==> config.mk <==
export PLATFORM = sky130hd
export DESIGN_NAME = pcm_byte_ram
export DESIGN_NICKNAME = d
export VERILOG_FILES = /design/src/pcm_byte_ram.sv
export SDC_FILE = /design/constraint.sdc
export NUM_CORES = 1
export LEC_CHECK = 0
export BUFFER_PORTS_ARGS = -buffer_cell sky130_fd_sc_hd__buf_2
export CAP_MARGIN = 20
export CORE_MARGIN = 1.5
export CORE_UTILIZATION = 55
export DETAILED_ROUTE_END_ITERATION = 8
export PLACE_DENSITY = 0.71
export SYNTH_ARGS = -nofsm -noshare
export SYNTH_HDL_FRONTEND = slang
export SYNTH_SLANG_ARGS = --single-unit
export TNS_END_PERCENT = 30
==> constraint.sdc <==
create_clock -name clock -period 2.7 [get_ports clock]
set_clock_uncertainty 0.15 [all_clocks]
set_input_delay 0.405 -clock clock [delete_from_list [all_inputs] [get_ports clock]]
set_output_delay 0.405 -clock clock [all_outputs]
set_load 0.05 [all_outputs]
==> src/pcm_byte_ram.sv <==
// ----------------------------------------------------------------------------
// pcm_byte_ram
// byte wide memory, one write port and one read port, registered read data
// ----------------------------------------------------------------------------
module pcm_byte_ram #(
   parameter int DEPTH = 64,
   parameter int AW    = $clog2(DEPTH)
) (
   input  logic          clock,
   input  logic          wr_en,
   input  logic [AW-1:0] wr_addr,
   input  logic [7:0]    wr_data,
   input  logic [AW-1:0] rd_addr,
   output logic [7:0]    rd_data
);

   logic [7:0] mem [DEPTH];
   logic [7:0] rd_data_ff;

   always_ff @(posedge clock) begin
      if (wr_en) begin
         mem[wr_addr] <= wr_data;
      end
      rd_data_ff <= mem[rd_addr];
   end

   assign rd_data = rd_data_ff;

endmodule

==> run summary <==
Final RePlAce weighted congestion: 0.843
Die X-Extent: 194 um
EDFF count, synth: 512
Worst-Margin Slew: 844 ps
Hold Slack: 26.7 ps
Footprint of the multi-input gates: 4320 um^2
P&R area growth vs syn: 14.7%
I/O Buffers: 29
Nets: 1117
Overall Power: 16300 uW
Row count: 69
Max Cap Viol: 0
Number of clock sinks: 520
Htree depth: 2
Synth warnings: 0
GR Util All Layers: 23.7%
FMAX: 0.465 GHz
Crit path time final: 2150 ps
Hold path endpoint: mem[11][0]
Count leader, synth: edfxtp_1
Yosys reg bits: 520
Starting Density: 56.3%
Avg Vias per Cell: 6.24
Critical Path AT: 2430 ps
Peak VDD IR: 0.534 mV
# setup viols final: 0
Synth area leader: edfxtp_1
Post-DRT Antenna Nets: 0
Clock Path Buffers: 3
Crit-path leading delay family: multiplexers
Crit-path slowest cell: mux4_2
Fin. Hold Viols: 0
Synth cell count leaders: edfxtp_1, mux4_2, nor2_1
Fillers: 2287
Slew HR: 43.7%
WP data required: 2980 ps
Async SR Flop Fraction: 0%
Worst-path clk slew: 60 ps
Cell chain of the critical path: mux4_2 > mux2_2 > o221a_2 > nor3_1 > o32ai_1
Sequential share of the synthesized area: 77.0%
Routed len/inst: 27.2 um
Status: finished, final reports clean
Reg2reg end: rd_data[6]
Initial antenna violation count: 3
Register area: 15500 um^2
Slew Limit Fails: 0
Die H: 194 um
Post-Syn Area: 20200 um^2
Vias post-DR: 9947
HPWL after DPL: 27.9 mm
Post-synth cell types: 40
Core Footprint: 35800 um^2
Hold Path Class: in -> reg
Clock insertion delay at the later pin of the skew report: 560 ps
Syn avg cell area: 21.5 um^2
Root buffer selected by CTS: clkbuf_16
Synth area leaders: edfxtp_1, mux4_2, nor2_1, mux2i_1, dfxtp_1
Number of global-route vias before repair: 9932
Post-Route WL: 43.4 mm
R2R Setup Slk: 550 ps
Share of cells above drive strength 1: 31.7%
PwrDens: 704 nW/um^2
Postcts setup bufs: 0
Crit Path Max Fanout: 1
Worst setup EP type: flop
First DRT Iteration DRCs: 1364
R2R depth: 5
Hold Path Origin: wr_data[0]
Final period util: 79.7%
I/O Pins: 30
Setup repair after global routing missed its margin: false
Total die area: 37800 um^2
Gr ovfl total: 0
Placed Area: 21600 um^2
Pin count of the biggest net entering global routing: 65
Cells after Synth: 940
Worst path bufs/invs: 0
Top_reg_cell synth: edfxtp_1
Drt pass-1 iters: 5
Synth top area share: 76.2%
CTS tree: built
Final core occ: 64.6%
Hold Path Depth: 1
Residual DRC count: 0
LEAKAGE: 0.00749 uW
Num CTS Buffers: 50
Reg-to-reg startpoint: mem[24][6]
Setup crit start kind: flop
Max incr delay on CP: 450 ps
Hold buffer count at CTS: 0
Post-cts resize count: 0
Crit path kind: reg -> reg
First-pass GRT wire length: 65.2 mm
Post-Synthesis Net Count: 962
Final Instance Area: 23100 um^2
-- cells by family (layout without fill, tap and decap cells) --
family                 count (synthesis)  count (layout)  synth area share [%]
AOI/OAI and AO/OA                     54              54                  2.07
buffers and inverters                 51             242                  1.57
DFF                                  520             520                  77.0
muxes                                162             162                  15.9
other                                  0               2                     0
and+or+nand+nor                      153             153                  3.39
-- placed cells by master, fill, tap and decap left out, drive strengths merged, types with 4 or more instances in the layout --
master | Yosys | layout
o21ai | 4 | 4
nor2b | 14 | 14
buf | 34 | 153
clkinv | 0 | 21
nand2 | 19 | 19
o22ai | 8 | 8
nand2b | 7 | 7
o221ai | 8 | 8
mux2i | 23 | 23
a221oi | 6 | 6
mux2 | 13 | 13
dfxtp | 8 | 8
clkbuf | 17 | 64
edfxtp | 512 | 512
mux4 | 126 | 126
nand3 | 13 | 13
nor2 | 83 | 83
a211oi | 4 | 4
nor3 | 7 | 7
-- how the worst max path moves through the flow --
| stage | slack, ps | cells after the start | to | from |
|---|---|---|---|---|
| floorplan | 480 | 7 | rd_data[3] | rd_addr[1] |
| global placement | -3 | 6 | rd_data[7] | rd_addr[0] |
| detailed placement | 80 | 7 | rd_data[6] | rd_addr[0] |
| CTS | 540 | 5 | rd_data[6] | mem[24][6] |
| global route | 530 | 5 | rd_data[6] | mem[24][6] |
| finish | 550 | 5 | rd_data[6] | mem[24][6] |
-- layer usage --
| metal | vias to the layer above | part of all wire, % | GRT usage (%) |
|---|---|---|---|
| met1 | 5204 | 41 | 35.7 |
| met5 | - | 0.032 | 0 |
| met2 | 442 | 48 | 36.7 |
| met3 | 66 | 8.7 | 3.99 |
| li1 | 4233 | - | - |
| met4 | 2 | 2.2 | 6.19 |
-- stage by stage --
step	TNS, ps	cells	setup slack [ps]
global placement	-2.88	1502	-2.88
CTS	0	1590	540
finish	0	1594	549
global route	0	1592	529
floorplan	0	940	477
detailed placement	0	1502	81.4
-- area by class of cell --
type	count	area share [%]
Multi-Input combinational cell	369	18.6
Clock buffer	63	5.71
Sequential cell	520	67.1
Antenna cell	2	0.0216
Clock inverter	25	0.714
Tap cell	461	2.49
Timing Repair Buffer	154	5.28
-- registers in the layout, indices dropped and copies added, names as in the netlist --
signal	flops
rd_data	8
mem	512
-- report_power, final --
group | leakage (uW) | switching [uW] | internal, uW
Clock | 0.000727 | 2790 | 3630
Combinational | 0.00209 | 558 | 361
Sequential | 0.00467 | 31.6 | 8930
Total | 0.00749 | 3380 | 12900
(Power assumes the default switching activity.)
