**src/pcm_pkg.sv**
```systemverilog
// ----------------------------------------------------------------------------
// pcm_pkg
// shared types, sizes, codes and the crc byte update for the chunk minifier
// ----------------------------------------------------------------------------
package pcm_pkg;

   localparam int MAX_BYTES = 1048576;
   localparam int ADDR_W    = $clog2(MAX_BYTES);
   localparam int CNT_W     = $clog2(MAX_BYTES + 1);
   localparam int OUT_DEPTH = MAX_BYTES + 16;
   localparam int OUT_AW    = $clog2(OUT_DEPTH);
   localparam int LEN_W     = 21;

   localparam logic [1:0] OP_LOAD   = 2'd0;
   localparam logic [1:0] OP_FINISH = 2'd1;
   localparam logic [1:0] OP_FETCH  = 2'd2;

   localparam logic KIND_REPORT = 1'b0;
   localparam logic KIND_BYTE   = 1'b1;

   localparam logic [1:0] ST_OK      = 2'd0;
   localparam logic [1:0] ST_BAD_SIG = 2'd1;
   localparam logic [1:0] ST_MISSING = 2'd2;
   localparam logic [1:0] ST_TOO_BIG = 2'd3;

   localparam logic [63:0] PNG_SIG  = 64'h89504E470D0A1A0A;
   localparam logic [31:0] TY_IHDR  = 32'h49484452;
   localparam logic [31:0] TY_PLTE  = 32'h504C5445;
   localparam logic [31:0] TY_TRNS  = 32'h74524E53;
   localparam logic [31:0] TY_IDAT  = 32'h49444154;
   localparam logic [31:0] TY_IEND  = 32'h49454E44;
   localparam logic [31:0] CRC_POLY = 32'hEDB88320;
   localparam logic [31:0] CRC_INIT = 32'hFFFFFFFF;

   typedef struct packed {
      logic             done;
      logic [1:0]       status;
      logic [LEN_W-1:0] total;
   } pcm_fin_type;

   function automatic logic [31:0] crc_byte(input logic [31:0] crc, input logic [7:0] b);
      logic [31:0] c;
      c = crc ^ {24'd0, b};
      for (int k = 0; k < 8; k++) begin
         c = c[0] ? (CRC_POLY ^ (c >> 1)) : (c >> 1);
      end
      return c;
   endfunction

endpackage

```
**src/pcm_walker.sv**
```systemverilog
// ----------------------------------------------------------------------------
// pcm_walker
// finish sequencer: checks the signature, walks the chunks in the file memory
// and writes the minified file with fresh crcs into the output memory
// ----------------------------------------------------------------------------
module pcm_walker (
   input  logic                      clock,
   input  logic                      reset,
   input  logic                      start,
   input  logic                      overflow,
   input  logic [pcm_pkg::CNT_W-1:0] byte_count,
   output logic [pcm_pkg::ADDR_W-1:0] file_rd_addr,
   input  logic [7:0]                file_rd_data,
   output logic                      out_wr_en,
   output logic [pcm_pkg::OUT_AW-1:0] out_wr_addr,
   output logic [7:0]                out_wr_data,
   output pcm_pkg::pcm_fin_type      fin
);

   typedef enum logic [4:0] {
      S_IDLE, S_HDR, S_SIG_CHK, S_SIG2, S_START_WALK, S_WALK, S_CHECK, S_EMIT,
      S_COPY_RD, S_COPY_WR, S_END0, S_M_IDAT, S_END1_A, S_END1_B, S_END1_C,
      S_END1_D, S_FIN_OK, S_REPORT
   } state_type;

   state_type                   state_ff, ret_ff;
   logic [pcm_pkg::CNT_W-1:0]   i_ff, src_ff, cnt_ff, merged_ff;
   logic [63:0]                 hdr_ff;
   logic [3:0]                  hcnt_ff;
   logic [31:0]                 word_ff, crc_ff;
   logic [1:0]                  wcnt_ff;
   logic                        wcrc_ff, seen_ff, pass_ff, sig_mode_ff;
   logic [1:0]                  status_ff;
   logic [pcm_pkg::LEN_W-1:0]   total_ff;

   logic [pcm_pkg::CNT_W-1:0]   hdr_addr;
   logic [31:0]                 len, typ;
   logic [33:0]                 end_sum;
   logic                        hdr_fits;

   assign hdr_addr = i_ff + pcm_pkg::CNT_W'(hcnt_ff[2:0]);
   assign len      = hdr_ff[63:32];
   assign typ      = hdr_ff[31:0];
   assign end_sum  = 34'(i_ff) + 34'(len) + 34'(12);
   assign hdr_fits = ({1'b0, i_ff} + (pcm_pkg::CNT_W + 1)'(8)) <= {1'b0, byte_count};

   assign file_rd_addr = (state_ff == S_HDR) ? hdr_addr[pcm_pkg::ADDR_W-1:0]
                                             : src_ff[pcm_pkg::ADDR_W-1:0];
   assign out_wr_en    = (state_ff == S_EMIT) || (state_ff == S_COPY_WR);
   assign out_wr_addr  = pcm_pkg::OUT_AW'(total_ff);
   assign out_wr_data  = (state_ff == S_EMIT) ? word_ff[31:24] : file_rd_data;

   assign fin.done   = (state_ff == S_REPORT);
   assign fin.status = status_ff;
   assign fin.total  = total_ff;

   always_ff @(posedge clock) begin
      if (reset) begin
         state_ff    <= S_IDLE;
         ret_ff      <= S_IDLE;
         status_ff   <= pcm_pkg::ST_OK;
         total_ff    <= '0;
         merged_ff   <= '0;
         seen_ff     <= 1'b0;
         pass_ff     <= 1'b0;
         sig_mode_ff <= 1'b0;
         hcnt_ff     <= '0;
         wcnt_ff     <= '0;
         wcrc_ff     <= 1'b0;
         crc_ff      <= pcm_pkg::CRC_INIT;
      end else begin
         unique case (state_ff)
            S_IDLE: begin
               if (start) begin
                  total_ff  <= '0;
                  merged_ff <= '0;
                  seen_ff   <= 1'b0;
                  pass_ff   <= 1'b0;
                  if (overflow) begin
                     status_ff <= pcm_pkg::ST_TOO_BIG;
                     state_ff  <= S_REPORT;
                  end else if (byte_count < pcm_pkg::CNT_W'(8)) begin
                     status_ff <= pcm_pkg::ST_BAD_SIG;
                     state_ff  <= S_REPORT;
                  end else begin
                     i_ff        <= '0;
                     hcnt_ff     <= '0;
                     sig_mode_ff <= 1'b1;
                     state_ff    <= S_HDR;
                  end
               end
            end
            S_HDR: begin
               hcnt_ff <= hcnt_ff + 4'd1;
               if (hcnt_ff != 4'd0) begin
                  hdr_ff <= {hdr_ff[55:0], file_rd_data};
               end
               if (hcnt_ff == 4'd8) begin
                  state_ff <= sig_mode_ff ? S_SIG_CHK : S_CHECK;
               end
            end
            S_SIG_CHK: begin
               if (hdr_ff != pcm_pkg::PNG_SIG) begin
                  status_ff <= pcm_pkg::ST_BAD_SIG;
                  state_ff  <= S_REPORT;
               end else begin
                  word_ff  <= pcm_pkg::PNG_SIG[63:32];
                  wcrc_ff  <= 1'b0;
                  ret_ff   <= S_SIG2;
                  state_ff <= S_EMIT;
               end
            end
            S_SIG2: begin
               word_ff  <= pcm_pkg::PNG_SIG[31:0];
               wcrc_ff  <= 1'b0;
               ret_ff   <= S_START_WALK;
               state_ff <= S_EMIT;
            end
            S_START_WALK: begin
               i_ff        <= pcm_pkg::CNT_W'(8);
               sig_mode_ff <= 1'b0;
               state_ff    <= S_WALK;
            end
            S_WALK: begin
               hcnt_ff <= '0;
               if (hdr_fits) begin
                  state_ff <= S_HDR;
               end else begin
                  state_ff <= pass_ff ? S_END1_A : S_END0;
               end
            end
            S_CHECK: begin
               if ((end_sum > 34'(byte_count)) || (typ == pcm_pkg::TY_IEND)) begin
                  state_ff <= pass_ff ? S_END1_A : S_END0;
               end else begin
                  i_ff <= end_sum[pcm_pkg::CNT_W-1:0];
                  if (!pass_ff) begin
                     if ((typ == pcm_pkg::TY_IHDR) || (typ == pcm_pkg::TY_PLTE) ||
                         (typ == pcm_pkg::TY_TRNS)) begin
                        if (typ == pcm_pkg::TY_IHDR) begin
                           seen_ff <= 1'b1;
                        end
                        src_ff   <= i_ff + pcm_pkg::CNT_W'(4);
                        cnt_ff   <= len[pcm_pkg::CNT_W-1:0] + pcm_pkg::CNT_W'(4);
                        crc_ff   <= pcm_pkg::CRC_INIT;
                        word_ff  <= len;
                        wcrc_ff  <= 1'b0;
                        ret_ff   <= S_COPY_RD;
                        state_ff <= S_EMIT;
                     end else begin
                        if (typ == pcm_pkg::TY_IDAT) begin
                           merged_ff <= merged_ff + len[pcm_pkg::CNT_W-1:0];
                        end
                        state_ff <= S_WALK;
                     end
                  end else if (typ == pcm_pkg::TY_IDAT) begin
                     src_ff   <= i_ff + pcm_pkg::CNT_W'(8);
                     cnt_ff   <= len[pcm_pkg::CNT_W-1:0];
                     state_ff <= S_COPY_RD;
                  end else begin
                     state_ff <= S_WALK;
                  end
               end
            end
            S_EMIT: begin
               total_ff <= total_ff + pcm_pkg::LEN_W'(1);
               if (wcrc_ff) begin
                  crc_ff <= pcm_pkg::crc_byte(crc_ff, word_ff[31:24]);
               end
               word_ff <= {word_ff[23:0], 8'd0};
               wcnt_ff <= wcnt_ff + 2'd1;
               if (wcnt_ff == 2'd3) begin
                  state_ff <= ret_ff;
               end
            end
            S_COPY_RD: begin
               if (cnt_ff == '0) begin
                  if (!pass_ff) begin
                     word_ff  <= ~crc_ff;
                     wcrc_ff  <= 1'b0;
                     ret_ff   <= S_WALK;
                     state_ff <= S_EMIT;
                  end else begin
                     state_ff <= S_WALK;
                  end
               end else begin
                  state_ff <= S_COPY_WR;
               end
            end
            S_COPY_WR: begin
               total_ff <= total_ff + pcm_pkg::LEN_W'(1);
               crc_ff   <= pcm_pkg::crc_byte(crc_ff, file_rd_data);
               src_ff   <= src_ff + pcm_pkg::CNT_W'(1);
               cnt_ff   <= cnt_ff - pcm_pkg::CNT_W'(1);
               state_ff <= S_COPY_RD;
            end
            S_END0: begin
               if (!seen_ff || (merged_ff == '0)) begin
                  status_ff <= pcm_pkg::ST_MISSING;
                  total_ff  <= '0;
                  state_ff  <= S_REPORT;
               end else begin
                  word_ff  <= 32'(merged_ff);
                  wcrc_ff  <= 1'b0;
                  ret_ff   <= S_M_IDAT;
                  state_ff <= S_EMIT;
               end
            end
            S_M_IDAT: begin
               crc_ff   <= pcm_pkg::CRC_INIT;
               pass_ff  <= 1'b1;
               word_ff  <= pcm_pkg::TY_IDAT;
               wcrc_ff  <= 1'b1;
               ret_ff   <= S_START_WALK;
               state_ff <= S_EMIT;
            end
            S_END1_A: begin
               word_ff  <= ~crc_ff;
               wcrc_ff  <= 1'b0;
               ret_ff   <= S_END1_B;
               state_ff <= S_EMIT;
            end
            S_END1_B: begin
               word_ff  <= '0;
               wcrc_ff  <= 1'b0;
               ret_ff   <= S_END1_C;
               state_ff <= S_EMIT;
            end
            S_END1_C: begin
               crc_ff   <= pcm_pkg::CRC_INIT;
               word_ff  <= pcm_pkg::TY_IEND;
               wcrc_ff  <= 1'b1;
               ret_ff   <= S_END1_D;
               state_ff <= S_EMIT;
            end
            S_END1_D: begin
               word_ff  <= ~crc_ff;
               wcrc_ff  <= 1'b0;
               ret_ff   <= S_FIN_OK;
               state_ff <= S_EMIT;
            end
            S_FIN_OK: begin
               status_ff <= pcm_pkg::ST_OK;
               state_ff  <= S_REPORT;
            end
            S_REPORT: begin
               state_ff <= S_IDLE;
            end
            default: begin
               state_ff <= S_IDLE;
            end
         endcase
      end
   end

endmodule

```
**config.mk**
```make
export PLATFORM = sky130hd
export DESIGN_NAME = pcm_walker
export DESIGN_NICKNAME = d
export VERILOG_FILES = /design/src/pcm_pkg.sv /design/src/pcm_walker.sv
export SDC_FILE = /design/constraint.sdc
export NUM_CORES = 1
export LEC_CHECK = 0
export BUFFER_PORTS_ARGS = -buffer_cell sky130_fd_sc_hd__clkbuf_2
export CAP_MARGIN = 20
export CORE_ASPECT_RATIO = 2
export CORE_MARGIN = 2
export CORE_UTILIZATION = 50
export DETAILED_ROUTE_END_ITERATION = 8
export PLACE_DENSITY = 0.79
export SETUP_SLACK_MARGIN = 0.02
export SYNTH_ARGS = -nofsm -noshare
export SYNTH_HDL_FRONTEND = slang
export SYNTH_SLANG_ARGS = --single-unit
export TNS_END_PERCENT = 50
```
**constraint.sdc**
```tcl
create_clock -name clock -period 16.8 [get_ports clock]
set_input_delay 1.68 -clock clock [delete_from_list [all_inputs] [get_ports clock]]
set_output_delay 1.68 -clock clock [all_outputs]
set_load 0.02 [all_outputs]
```
==> flow_summary_export.csv, run 1 <==
group,metric,value,unit
status,status,"finished, final reports clean",
global_routing,grt_pass1_wl,95900,µm
setup_path,crit_path_end_kind,"flop",
sta,fin_crit_sh,43.0,%
floorplanning,rows,100,
sta,fmax,138,MHz
yosys,synth_warnings,0,
pwr,p_comb_share,38.9,%
setup_path,cp_max_fo,41,
clock_tree,cts_buffers,25,
setup_path,reg2regPathDepth,22,
setup_path,worstPathArrival,7.41,ns
yosys,syn-num-nets,2269,
min_path,min_path_type,"flop to flop",
floorplanning,core_area,37200,µm²
yosys,synthCells,2116,
setup_path,crit_type,"flop to flop",
clock_tree,ctsResizeCount,0,
yosys,ys_ff_latch,254,
sta,finalHoldViolations,0,
min_path,min_from,"wcnt_ff[1]",
clock_tree,ctsRootBufferMaster,"clkbuf_16",
clock_tree,clock_path_buffers,3,
pwr,p_per_area,113,nW/µm²
route,ant_nets,0,
sta,finalSetupTns,0,ns
route,drc_errors,0,
sta,skew,0.0254,ns
yosys,synth_common_cells,"nor2_1, nand2_1, edfxtp_1",
clock_tree,clk_pin_slew_worst_paths,0.08,ns
route,wl_per_cell,24.2,µm
sta,period_minus_slack,7.23,ns
placed_design,place_congestion,1.03,
floorplanning,die_w,141,µm
global_routing,grt_overflow,0,
clock_tree,post_cts.repair.setup_buffers,0,
floorplanning,die_h,278,µm
pwr,ir_drop,0.0904,mV
pwr,switchingPower,0.924,mW
setup_path,reg2reg_from,"i_ff[2]",
yosys,seq_area_frac_synth,35.5,%
sta,worst_pin_slew,1.14,ns
clock_tree,clkSinkCount,254,
layout,drive_gt1_share,10.7,%
sta,finalSetupViolations,0,
clock_tree,cts_max_level,1,
pwr,power_leakage,7.80,nW
route,via_count,16900,
global_routing,grt_pass1_vias,17100,
yosys,synth_area_per_cell,8.87,µm²
global_routing,antenna_found_initial,1,
min_path,holdPathStages,2,
yosys,synth_area_leader_cell,"edfxtp_1",
pwr,netSwitchingFraction,39.9,%
floorplanning,die_area,39200,µm²
flow_run,max_cap_viol_count,0,
route,drt_iter0_drc,1273,
yosys,yosysMostFrequentCell,"nor2_1",
placed_design,dp_hpwl,47700,µm
yosys,async_reset_ff_share,0,%
route,drt-pass1-iter-count,6,
yosys,synth_area,18800,µm²
placed_design,port_buffers,106,
route,routed_wl,63500,µm
sta,timing.final.ws_setup,9.57,ns
global_routing,grt_max_degree,87,
yosys,synth_cell_type_count,82,
floorplanning,num_io_pins,107,
yosys,synthTopCellsByArea,"edfxtp_1, dfxtp_1, ha_1",
sta,slew_violations,0,
setup_path,start_kind,"flop",
min_path,min_to,"wcnt_ff[1]",
clock_tree,cts_tree,"done",
placed_design,dpl_worst_slack,9.28,ns
layout,fin_nets,2302,
clock_tree,clk_latency,0.57,ns
route,viasPerCell,6.42,
sta,rsz0062_at_grt,"no",
pwr,p_int,1.39,mW
floorplanning,start_util,50.5,%
yosys,synth_edf_count,158,
yosys,netlist.area_leader.share,25.3,%
setup_path,rrSetupSlack,9.57,ns
layout,areaGrowthSynthToFinish,9.06,%
pwr,pwr-share-seq,34.5,%
setup_path,reg2reg_to,"src_ff[16]",
global_routing,grtUsageTotal,31.9,%
pwr,clkPwrFrac,26.6,%
yosys,synth_flop_cell,"edfxtp_1",
sta,slew_headroom,23.0,%
setup_path,crit_required,16.99,ns
clock_tree,cts_hold_buf,0,
==> sequential cells by signal (all words and copies together), names as in the netlist <==
signal,count
cnt_ff,21
crc_ff,32
hcnt_ff,4
hdr_ff,64
i_ff,21
merged_ff,21
out_wr_addr,21
pass_ff,1
ret_ff,5
seen_ff,1
sig_mode_ff,1
src_ff,20
state_ff,5
status_ff,2
wcnt_ff,2
wcrc_ff,1
word_ff,32
==> per-layer routing <==
metal / part of all wire (%) / up-vias / GRT usage, % / wire length [µm]
li1: - / 7779 / - / -
met1: 31 / 7930 / 30.1 / 19700
met2: 51 / 833 / 58.0 / 32300
met3: 6.6 / 329 / 4.75 / 4220
met4: 11 / 2 / 29.3 / 7260
met5: 0.024 / - / 0 / 15
==> power by group through the flow <==
stage | logic (mW) | clock network, mW | registers (mW)
detailed placement | 0.882 | 0 | 0.810
floorplan | 0.664 | 0 | 0.764
CTS | 0.887 | 0.623 | 0.796
global route | 0.981 | 0.641 | 0.804
finish | 0.901 | 0.617 | 0.800
global placement | 0.862 | 0 | 0.808
==> area by class of cell <==
type / count / area [µm²]
antenna: 1 / 2.50
timing repair buffer: 141 / 791
tap: 459 / 574
fill: 3279 / 16700
multi-input combinational: 1664 / 11300
clock inverter: 11 / 101
sequential: 254 / 6670
clock buffer: 35 / 801
inverter: 63 / 236
==> placed cells by master, fill, tap and decap left out, types with 25 or more instances in the layout <==
cell / synthesis / final
xor2_1: 118 / 118
mux2i_1: 36 / 36
and3_1: 36 / 35
nor3_1: 31 / 27
nand3_1: 56 / 55
nor2_1: 195 / 194
inv_1: 63 / 63
nand2_1: 178 / 178
nand4_1: 47 / 47
buf_4: 24 / 34
a21o_1: 29 / 29
o21ai_0: 148 / 148
ha_1: 117 / 117
a21oi_1: 127 / 126
nand2b_1: 25 / 25
clkbuf_16: 0 / 30
dfxtp_1: 96 / 96
clkbuf_2: 0 / 107
edfxtp_1: 158 / 158
xnor2_1: 155 / 155
==> how the worst max path moves through the flow <==
stage / from / end / cells past startpoint
finish: i_ff[2] / src_ff[16] / 22
global route: hdr_ff[33] / word_ff[29] / 23
CTS: hdr_ff[33] / src_ff[15] / 22
detailed placement: hdr_ff[33] / src_ff[15] / 22
global placement: hdr_ff[33] / word_ff[17] / 22
floorplan: hdr_ff[33] / word_ff[0] / 21
==> kinds of logic (layout without fill, tap and decap cells) <==
family / count (synthesis) / in the layout / share of synthesized area, %
and+or+nand+nor: 717 / 717 / 19.2
muxes: 41 / 41 / 2.22
other: 0 / 1 / 0
DFF: 254 / 254 / 35.5
buffers and inverters: 198 / 250 / 4.72
adders and majority gates: 120 / 120 / 8.12
xor gates and xnor gates: 273 / 273 / 12.7
AOI/OAI and AO/OA: 513 / 513 / 17.4
==> worst max-delay path: stages (launching register included) <==
cell and delay, ns:
edfxtp_1 0.54, inv_1 0.08, ha_1 0.33, inv_1 0.06, ha_1 0.30, a211oi_1 0.12
o21ai_0 0.40, a31oi_1 0.22, o31ai_1 0.76, a21o_1 0.22, a21oi_1 0.07, xnor2_1 0.19
ha_1 0.29, a21oi_1 0.15, a21boi_0 0.11, a2111oi_0 0.45, o211ai_1 0.20, a211o_1 0.29
o31ai_1 0.37, and2_0 0.49, a31oi_1 0.40, nor3_2 0.24, buf_4 0.50
==> per-stage QoR <==
stage	util, %	hold WS (ns)	power (mW)	cells	instance area (µm²)
floorplan	-	0.424	1.43	2116	18800
global placement	52.6	0.446	1.67	2579	19500
detailed placement	52.6	0.459	1.69	2579	19500
CTS	55.0	0.474	2.31	2625	20400
global route	55.0	0.496	2.43	2627	20500
finish	55.1	0.470	2.32	2628	20500
No activity file was read; power rests on OpenSTA's default activity.
==> run 2, diff against run 1 <==
==> constraint.sdc (replaced) <==
create_clock -name clock -period 7 [get_ports clock]
set_input_delay 0.7 -clock clock [delete_from_list [all_inputs] [get_ports clock]]
set_output_delay 0.7 -clock clock [all_outputs]
set_load 0.02 [all_outputs]
==> flow_summary_export.csv, run 2 (synthesis results as in run 1) <==
group,metric,value,unit
global_routing,grt_max_degree,72,
floorplanning,rows,100,
floorplanning,core_area,37200,µm²
floorplanning,die_w,141,µm
sta,slew_violations,0,
sta,hold_slack,0.419,ns
sta,skew,0.0155,ns
placed_design,place_congestion,1.03,
pwr,power_leakage,7.84,nW
route,wl_per_cell,24.6,µm
clock_tree,cts_hold_buf,0,
pwr,ir_drop,0.173,mV
sta,finalHoldViolations,0,
route,via_count,17000,
setup_path,crit_required,7.23,ns
setup_path,start_kind,"flop",
layout,areaGrowthSynthToFinish,9.62,%
global_routing,grt_pass1_vias,17000,
layout,largest_reg_flops,64,
route,drt_iter0_drc,1321,
setup_path,cp_common_cell,"buf_4",
setup_path,timing.critical_path.to,"word_ff[21]",
clock_tree,clock_path_buffers,3,
sta,fmax,155,MHz
floorplanning,die_h,278,µm
layout,postLayoutCoreUtil,55.3,%
layout,final_common_cell,"nor2_1",
global_routing,grtUsageTotal,32.5,%
clock_tree,cts_buffers,25,
sta,period_minus_slack,6.44,ns
clock_tree,post_cts.repair.setup_buffers,0,
clock_tree,clk_latency,0.55,ns
flow_run,max_cap_viol_count,0,
setup_path,cp_max_fo,32,
clock_tree,ctsRootBufferMaster,"clkbuf_16",
sta,finalSetupViolations,0,
placed_design,dpl_worst_slack,0.621,ns
floorplanning,die_area,39200,µm²
clock_tree,ctsResizeCount,0,
global_routing,grt_pass1_wl,97300,µm
setup_path,slowest_delay,0.53,ns
setup_path,cp_slowest_cell,"edfxtp_1",
setup_path,rrSetupSlack,0.56,ns
setup_path,crit_chain,"inv_1 > ha_1 > fa_1 > nand2b_1 > a2111oi_0 > buf_4 > o2111ai_1 > and3_1 > or2_2 > o21ai_0 > xor2_1 > ha_1 > nand3_1 > nand2_1 > a2111oi_0 > o211ai_1 > a211o_1 > o31ai_1 > and2_0 > buf_4 > a31oi_1 > buf_4 > nor4b_4 > buf_12",
route,viasPerCell,6.42,
setup_path,cp-startpoint,"i_ff[2]",
layout,stdcell_area,20600,µm²
setup_path,crit_path_end_kind,"flop",
setup_path,worstPathArrival,6.67,ns
setup_path,crit_type,"flop to flop",
setup_path,reg2reg_to,"word_ff[21]",
sta,worst_pin_slew,1.13,ns
placed_design,postPlaceCellArea,19800,µm²
global_routing,antenna_found_initial,0,
clock_tree,clkSinkCount,254,
route,routed_wl,65000,µm
status,status,"finished, final reports clean",
layout,fin_nets,2320,
sta,rsz0062_at_grt,"no",
clock_tree,cts_tree,"done",
layout,largest-register,"hdr_ff",
layout,fill_cells,3340,
layout,drive_gt1_share,11.2,%
setup_path,reg2reg_from,"i_ff[2]",
placed_design,dp_hpwl,50000,µm
layout,layout_common_cells,"nor2_1, nand2_1, edfxtp_1",
sta,slew_headroom,23.8,%
route,drc_errors,0,
route,ant_nets,0,
setup_path,reg2regPathDepth,24,
pwr,p_per_area,269,nW/µm²
route,drt-pass1-iter-count,8,
sta,timing.final.ws_setup,0.563,ns
floorplanning,num_io_pins,107,
sta,fin_crit_sh,92.0,%
global_routing,grt_overflow,0,
placed_design,port_buffers,106,
floorplanning,start_util,50.5,%
min_path,min_path_type,"input pin to flop",
clock_tree,cts_max_level,1,
layout,top_regs,"hdr_ff (64), crc_ff (32), word_ff (32)",
clock_tree,clk_pin_slew_worst_paths,0.07,ns
layout,antenna_cells,0,
==> run 2: power breakdown <==
part	switching, mW	total, mW	leakage, nW	internal, mW
combinational	1.46	2.25	5.25	0.797
sequential	0.161	1.89	2.20	1.73
clock	0.623	1.39	0.396	0.768
==> run 2: worst max-delay path, delay by kind of cell, from the launching register on <==
family | cells | cell delay [ns]
buf+inv | 5 | 0.91
flops | 1 | 0.53
fa+ha+maj | 3 | 1.10
simple gates | 7 | 1.33
xor+xnor | 1 | 0.20
compound gates | 8 | 2.01
==> run 2: per-stage QoR <==
step | cells | power, mW | setup TNS [ns]
after global placement | 2599 | 4.06 | 0
after CTS | 2644 | 5.50 | 0
after global routing | 2644 | 5.80 | 0
after floorplan | 2116 | 3.43 | -1.65
after detailed placement | 2599 | 4.12 | 0
final | 2644 | 5.53 | 0
==> run 2: how the worst min path moves through the flow <==
| stage | startpoint | end | slack [ns] | cells after the start |
|---|---|---|---|---|
| global placement | wcnt_ff[1] | wcnt_ff[1] | 0.45 | 2 |
| floorplan | hdr_ff[54] | hdr_ff[62] | 0.42 | 0 |
| global route | file_rd_data[4] | hdr_ff[4] | 0.42 | 1 |
| CTS | file_rd_data[4] | hdr_ff[4] | 0.40 | 1 |
| detailed placement | wcnt_ff[1] | wcnt_ff[1] | 0.46 | 2 |
| finish | file_rd_data[4] | hdr_ff[4] | 0.42 | 1 |
==> run 2: layer usage <==
metal	up-vias	GRT usage (%)	routed length, µm
met5	-	0	0
met4	0	32.8	8050
met3	318	3.65	3780
met2	841	59.3	33400
met1	8017	29.9	19800
li1	7807	-	-
==> run 2: cell type report <==
type / count / area [µm²] / share of cell area, %
tap: 459 / 574 / 2.79
inverter: 63 / 236 / 1.15
multi-input combinational: 1664 / 11300 / 55.0
clock inverter: 17 / 168 / 0.815
clock buffer: 28 / 637 / 3.10
timing repair buffer: 159 / 978 / 4.76
sequential: 254 / 6670 / 32.4
